File: config.mk
export PLATFORM = sky130hd
export DESIGN_NAME = tmi_ram
export DESIGN_NICKNAME = d
export VERILOG_FILES = /design/src/rtl/tmi_ram.sv
export SDC_FILE = /design/constraint.sdc
export NUM_CORES = 1
export LEC_CHECK = 0
export ABC_AREA = 1
export BUFFER_PORTS_ARGS = -buffer_cell sky130_fd_sc_hd__buf_2
export CAP_MARGIN = 10
export CORE_UTILIZATION = 50
export DETAILED_ROUTE_END_ITERATION = 6
export GPL_ROUTABILITY_DRIVEN = 0
export HOLD_SLACK_MARGIN = 0.06
export PLACE_DENSITY_LB_ADDON = 0.2
export SETUP_SLACK_MARGIN = 0.4
export SLEW_MARGIN = 0
export SYNTH_ARGS = -nofsm -noshare
export SYNTH_HDL_FRONTEND = slang
export SYNTH_SLANG_ARGS = --single-unit
File: constraint.sdc
create_clock -name clk -period 2 [get_ports clk]
set_input_delay 0.1 -clock clk [delete_from_list [all_inputs] [get_ports clk]]
set_output_delay 0.1 -clock clk [all_outputs]
set_load 0.05 [all_outputs]
File: src/rtl/tmi_ram.sv
// Simple dual-port RAM, one write and one registered read per cycle, with a
// write-to-read bypass for same-address collisions. No package dependencies.
`default_nettype none

module tmi_ram #(
  parameter int DEPTH = 64,
  parameter int WIDTH = 8
) (
  input  wire logic                     clk,
  input  wire logic                     wr_en,
  input  wire logic [$clog2(DEPTH)-1:0] wr_addr,
  input  wire logic [WIDTH-1:0]         wr_data,
  input  wire logic                     rd_en,
  input  wire logic [$clog2(DEPTH)-1:0] rd_addr,
  output logic      [WIDTH-1:0]         rd_data
);

  logic [WIDTH-1:0] mem [DEPTH];

  always_ff @(posedge clk) begin
    if (wr_en) begin
      mem[wr_addr] <= wr_data;
    end
  end

  // read sees the write of the same cycle
  always_ff @(posedge clk) begin
    if (rd_en) begin
      if (wr_en && (wr_addr == rd_addr)) begin
        rd_data <= wr_data;
      end else begin
        rd_data <= mem[rd_addr];
      end
    end
  end

endmodule

`default_nettype wire

# Yosys cells after proc, flatten, opt, wreduce, memory -nomap -nowiden
# Memories as Yosys holds them, arrays and structs flattened. A register that Yosys moved wholly into a read port is not among the register bits.
# Cells that the tools add are included.
# Widths: inputs -> output; s select.
[op_classes]
div_mod_pow = 0
n_shift = 0
mul = 0
bitwise_logic = 0
magnitude_cmp = 0
eq_ne = 0
n_reduce_logical = 0
add_sub_neg = 0
muxes = 2
[ops]
columns = ["cell", "n"]
rows = [
  ["$mux 1", 2],
]
[word_totals]
input_bits = 23
memories = 1
reg_bits = 0
latchBits = 0
rom_bits = 0
wordCells = 3
output_inout_bits = 8
mem_bits_rw = 512
[memory_table]
columns = ["name", "words", "word_bits", "rd", "rd_ports_with_merged_regs", "write_ports", "line", "text"]
rows = [
  ["mem", 64, 8, 1, 1, 1, "18", "logic [WIDTH-1:0] mem [DEPTH];"],
]

# Longest topological paths before layout
# Gate-level depths: netlist of the first run.
[logic_depth]
depth_word = 2
ltp_mapped = 14
mapped_depth_nobuf = 11

# Worst setup path after synthesis of the first run
# OpenSTA, ideal clock, no wires.
[synth_timing]
kind = "input -> register"
startpoint = "in wr_en"
endpoint = "mem mem[48][0] (enable)"
path_stages = 3
t_arrival_ns = 1.489
slack_ns = 0.117
t_required_ns = 1.605
setup_ns = 0.395
n_path_buf = 1
cell_sequence = "clkbuf_1 nand4_1 nor4_1"
[synth_between]
elab_chain_len = 2
[synth_lines]
columns = ["element", "line", "text"]
rows = [
  ["from (decl)", "10", "input wire logic wr_en,"],
  ["$mux 1", "21", "if (wr_en) begin"],
  ["$mux 1 (implied by the code)", "22", "mem[wr_addr] <= wr_data;"],
  ["to (decl)", "18", ""],
]
# No other way between the ends.

==> out/qor.yml, run 1 <==
floorplan:
  die_x_um: 209
  fp.dieArea_mm2: 0.0438
  fp-row-count: 75
  start_util_pct: 51.0
  die_h_um: 209
  coreArea_mm2: 0.0421
  pin_count: 31
clock_tree:
  clockBufferDepth: 3
  clkTransAtPathRegs_ps: 60
  clock_sinks: 520
  cts_tree: "done"
  numCtsBuffers: 53
  htree_levels: 2
  root_buffer: "clkbuf_16"
  insertion_delay_ps: 590
worst_setup_path:
  crit_type: "reg -> reg"
  ff2ff_setup_slack_ps: 440
  arrival_ps: 1900
  cp-end-kind: "flop"
  reg2reg_from: "mem[15][7]"
  crit_required_ps: 2330
  critPathLaunch: "mem[15][7]"
  r2r_cells: 10
  cp-start-kind: "flop"
  r2r_end: "rd_data[7]"
  cp_max_fo: 1
power_and_ir_drop:
  p_int_w: 0.0182
  pwr-share-clk_pct: 41.0
  switching_share_pct: 22.3
  total_switching_power_w: 0.00521
  vdd_drop_max_mv: 0.784
  power.leakage_nw: 9.02
  seqPwrFrac_pct: 51.9
  comb_power_share_pct: 7.1
  powerDensity_mw_per_mm2: 946
timing:
  max_freq_mhz: 640
  period_minus_slack_ps: 1560
  rsz0062_at_grt: "true"
  clock_skew_ps: 14.2
  fin_crit_sh_pct: 78.1
  maxSlewViolCount: 0
  hold_viol: 0
  setup_viol: 0
  tightest_slew_ps: 1230
  fin_ws_ps: 437
  relSlewSlack_pct: 18.1
  setup_tns_ps: 0
job:
  drv_cap: 0
worst_hold_path:
  hp-class: "in -> reg"
  hold_path_end: "rd_data[5]"
  holdPathStages: 5
  hp-start: "rd_addr[5]"
logic_synthesis:
  ys_seq_area_share_pct: 72.7
  netlist-cell-type-count: 23
  syn_area_per_cell_um2: 11.8
  syn_nets: 1839
  postSynthCellCount: 1816
  ys_seq_elements: 520
  syn-cell-area_mm2: 0.0215
  yosysWarningCount: 0
routing:
  vias: 14500
  post_drt_wl_per_cell_um: 22.4
  drt-initial-drc-count: 1476
  viasPerCell: 5.78
  route.detailed.drc: 0
  ant_nets: 0
  routed_wl_mm: 56.0
  drtPass1Iterations: 6
finish:
  fin_util_pct: 58.6
  final_area_mm2: 0.0247
  drive_above_1_share_pct: 12.9
  area_growth_pct: 15.0
  final_common_cell: "nand2_1"
  final_cell_mix: "nand2_1 (619), edfxtp_1 (520), nand3_1 (458)"
  nets: 1948
  stdcell_count: 2504
placed_design:
  dp_slack_ps: 91.5
  dp_hpwl_mm: 34.9
  dp_cells: 2404
  port_buffers: 30
  place_area_mm2: 0.0229
grt:
  overflow: 0
  groute.usage.overall_pct: 26.0
  grt_max_degree: 65
  grt_pass1_vias: 14000
  grt_pass1_wl_mm: 84.6
  antenna_found_initial: 4
status:
  status: "complete, no violations"
## cell families (layout without fill, tap and decap cells)
kind of cell           Yosys count  count (layout)  share of synthesized area [%]
other                            0               2                              0
AND/OR/NAND/NOR               1165            1165                           23.4
AO/OA/AOI/OAI                    3               3                          0.128
XOR/XNOR                         1               1                         0.0408
buffers and inverters          127             274                           3.78
flip-flops                     520             520                           72.7
## synthesized netlist by cell type
master	number	area [µm²]
inv_2	1	3.75
nor3_2	1	10.0
buf_4	21	158
nand2_4	1	11.3
nand4_1	10	62.6
buf_1	10	37.5
inv_6	1	8.76
buf_6	24	270
a221oi_2	1	15.0
clkinv_1	2	7.51
nor4_1	8	50.1
nand2_1	622	2330
nor2_1	56	210
o21ai_0	1	5.00
buf_8	1	15.0
buf_2	44	220
clkinv_4	1	8.76
clkbuf_1	14	52.6
inv_1	8	30.0
xor2_1	1	8.76
o211ai_1	1	7.51
nand3_1	467	2340
edfxtp_1	520	15600
## routing by layer
metal  vias up  share of wire (%)  GRT usage, %
li1       6658                  -             -
met1      7034                 42          37.2
met2       666                 45          39.6
met3       122                9.1          5.33
met4         4                3.2          9.66
met5         -              0.039             0
## how the worst max path moves through the flow
| stage | endpoint | slack, ps | cells after the start |
|---|---|---|---|
| global route | rd_data[1] | 380 | 10 |
| detailed placement | rd_data[0] | 90 | 14 |
| finish | rd_data[7] | 440 | 10 |
| global placement | rd_data[2] | 130 | 12 |
| CTS | rd_data[1] | 410 | 10 |
| floorplan | mem[48][0] | 120 | 3 |
## power groups by stage
stage / Clock (W) / Combinational, W / Sequential [W]
CTS: 0.00968 / 0.00164 / 0.0121
finish: 0.00958 / 0.00167 / 0.0121
global placement: 0 / 0.00162 / 0.0124
global route: 0.0101 / 0.00180 / 0.0121
detailed placement: 0 / 0.00163 / 0.0124
floorplan: 0 / 0.000856 / 0.0124
## state kept, by name, indices dropped and copies added (netlist names)
signal and count:
mem 512, rd_data 8
## critical path, cell delays in order, from the launching register on
cell	delay (ps)
edfxtp_1	360
nand2_1	80
nand3_1	70
nand3_1	100
nand3_1	120
nand2_1	160
nand2_1	70
nand3_1	130
nand2_1	70
nand2_1	60
nand2_1	90
## final cells by class
| cell class | count | area, µm² |
|---|---|---|
| diodes | 2 | 5.00 |
| clock buffers | 59 | 1390 |
| clock inverters | 34 | 280 |
| fillers | 3340 | 17400 |
| inverters | 13 | 61.3 |
| multi-input cells | 1169 | 5100 |
| flip-flops and latches | 520 | 15600 |
| well taps | 539 | 674 |
| repair buffers | 168 | 1570 |
## timing repair
action,CTS,global route
resized for setup,0,12
hold buffers,5,0
buffers inserted,0,0
endpoints found under the hold margin,81,0
setup endpoints to repair,0,6
## stage by stage
| step | hold WS (ps) | power [W] |
|---|---|---|
| 4_1_cts | 62.9 | 0.0235 |
| 6_report | 86.5 | 0.0234 |
| 5_1_grt | 99.2 | 0.0240 |
| 3_5_place_dp | 497 | 0.0140 |
| 2_1_floorplan | 199 | 0.0132 |
| 3_3_place_gp | 496 | 0.0140 |
Power figures use the tool's default switching activity.
==> run 2: changes to the inputs <==
==> constraint.sdc (replaced) <==
create_clock -name clk -period 1.5 [get_ports clk]
set_input_delay 0.075 -clock clk [delete_from_list [all_inputs] [get_ports clk]]
set_output_delay 0.075 -clock clk [all_outputs]
set_load 0.05 [all_outputs]
==> run 2 against run 1 <==
  * First-iteration DRC count is 23% higher
  * Worst setup slack got worse by 360 ps
  * Clock skew increased by 2.6 ps
  * Combinational power up 56%
  * Global-route usage increased by 1.2 points
  * Flip-flop and latch count did not move
  * Clock power grew 32%
  * Utilization rose by 3.3 points
  * Non-clock buffer count rose by 22
  * Via count is 1.9% higher
  * Sequential share of layout area is 3.4 points lower
  * Wire length is 4.2% higher
  * Largest power group unchanged
==> out/qor.yml, run 2 (synthesis results as in run 1) <==
grt:
  overflow: 0
  antenna_found_initial: 2
  grt_pass1_vias: 14400
  groute.usage.overall_pct: 27.2
  grt_pass1_wl_mm: 88.4
  grt_max_degree: 66
floorplan:
  coreArea_mm2: 0.0421
  pin_count: 31
  start_util_pct: 51.0
  fp.dieArea_mm2: 0.0438
  fp-row-count: 75
  die_x_um: 209
  die_h_um: 209
timing:
  clock_skew_ps: 16.9
  fin_crit_sh_pct: 95.0
  maxSlewViolCount: 0
  setup_viol: 0
  relSlewSlack_pct: 51.9
  period_minus_slack_ps: 1430
  fin_ws_ps: 74.6
  max_freq_mhz: 702
  rsz0062_at_grt: "true"
  setup_tns_ps: 0
  holdWs_ps: 101
  hold_viol: 0
  tightest_slew_ps: 721
status:
  status: "complete, no violations"
routing:
  post_drt_wl_per_cell_um: 23.1
  route.detailed.drc: 0
  drtPass1Iterations: 5
  ant_nets: 0
  viasPerCell: 5.85
  vias: 14800
  routed_wl_mm: 58.4
  drt-initial-drc-count: 1821
placed_design:
  place_area_mm2: 0.0237
  dp_cells: 2422
  dp_slack_ps: -400
  port_buffers: 30
  dp_hpwl_mm: 37.1
worst_hold_path:
  hp-class: "in -> reg"
power_and_ir_drop:
  powerDensity_mw_per_mm2: 1200
  power.leakage_nw: 9.39
  vdd_drop_max_mv: 1.04
clock_tree:
  clkTransAtPathRegs_ps: 60
  clock_sinks: 520
  insertion_delay_ps: 610
  root_buffer: "clkbuf_16"
  cts_tree: "done"
  htree_levels: 2
  clockBufferDepth: 3
  numCtsBuffers: 53
finish:
  area_growth_pct: 21.4
  largest_register_ffs: 512
  nFillCells: 3198
  top_register: "mem"
  stdcell_count: 2524
  final_common_cell: "nand2_1"
  nets: 1970
  final_area_mm2: 0.0261
  drive_above_1_share_pct: 22.0
  final_cell_mix: "nand2_1 (603), edfxtp_1 (520), nand3_1 (359)"
  largestRegisters: "mem x512, rd_data x8"
job:
  drv_cap: 0
worst_setup_path:
  crit_type: "reg -> reg"
  crit_required_ps: 1860
  cp-start-kind: "flop"
  cp-end-kind: "flop"
  arrival_ps: 1790
  cp_max_fo: 1
-- run 2: cell count changes in the layout (fill, tap and decap cells not counted), sizes merged --
cell / delta
clkbuf: +14
dlygate4sd3: +4
clkinv: -12
diode: -1
buf: +17
bufinv: -2
-- run 2: layout make-up --
cell class / instances / area (µm²) / share of cell area, %
Timing Repair Buffer: 190 / 2070 / 7.95
Clock inverter: 20 / 169 / 0.648
Sequential cell: 520 / 15600 / 59.9
Multi-Input combinational cell: 1169 / 6020 / 23.1
Antenna cell: 1 / 2.50 / 0.00959
Inverter: 13 / 90.1 / 0.345
Clock buffer: 72 / 1440 / 5.52
Tap cell: 539 / 674 / 2.59
-- run 2: what timing repair did --
action / 4_1_cts / 5_1_grt
endpoints found under the hold margin: 139 / 0
hold buffers: 9 / 0
resized for setup: 97 / 51
setup buffers: 0 / 0
endpoints found under the setup margin: 16 / 16
pin swaps: 40 / 45
-- run 2: path summary, 6_finish.rpt --
| check | depth (start not counted) | slack [ps] | start | end |
|---|---|---|---|---|
| setup / recovery | 10 | 70 | mem[44][6] | rd_data[6] |
| hold / removal | 5 | 100 | wr_addr[5] | rd_data[7] |
| setup reg to reg | 10 | 70 | mem[44][6] | rd_data[6] |
| hold reg to reg | 10 | 990 | mem[24][3] | rd_data[3] |
-- run 2: routing by layer --
metal  routed length [µm]  global-route usage [%]
met2                27400                    42.7
met3                 5040                    4.98
met5                    0                       0
met4                 2000                    10.2
met1                23900                    38.2
-- run 2: worst max-delay path, stage by stage (launching register included) --
cell      delay, ps
edfxtp_1        360
nand2_1          90
nand3_2         110
nand3_2         100
nand2_1          70
nand2_2          70
nand3_4         110
nand3_4         150
nand2_2          50
nand2_1          50
nand2_1          50
-- run 2: report_power, final --
group	total, W	internal, W	switching (W)
Sequential	0.0162	0.0161	0.0000496
Combinational	0.00261	0.000852	0.00176
Clock	0.0126	0.00717	0.00539
-- run 2: per-stage QoR --
stage	total power, W	utilization (%)
6_report	0.0313	61.9
2_1_floorplan	0.0178	-
5_1_grt	0.0322	61.9
3_3_place_gp	0.0188	56.3
4_1_cts	0.0314	61.3
3_5_place_dp	0.0189	56.3
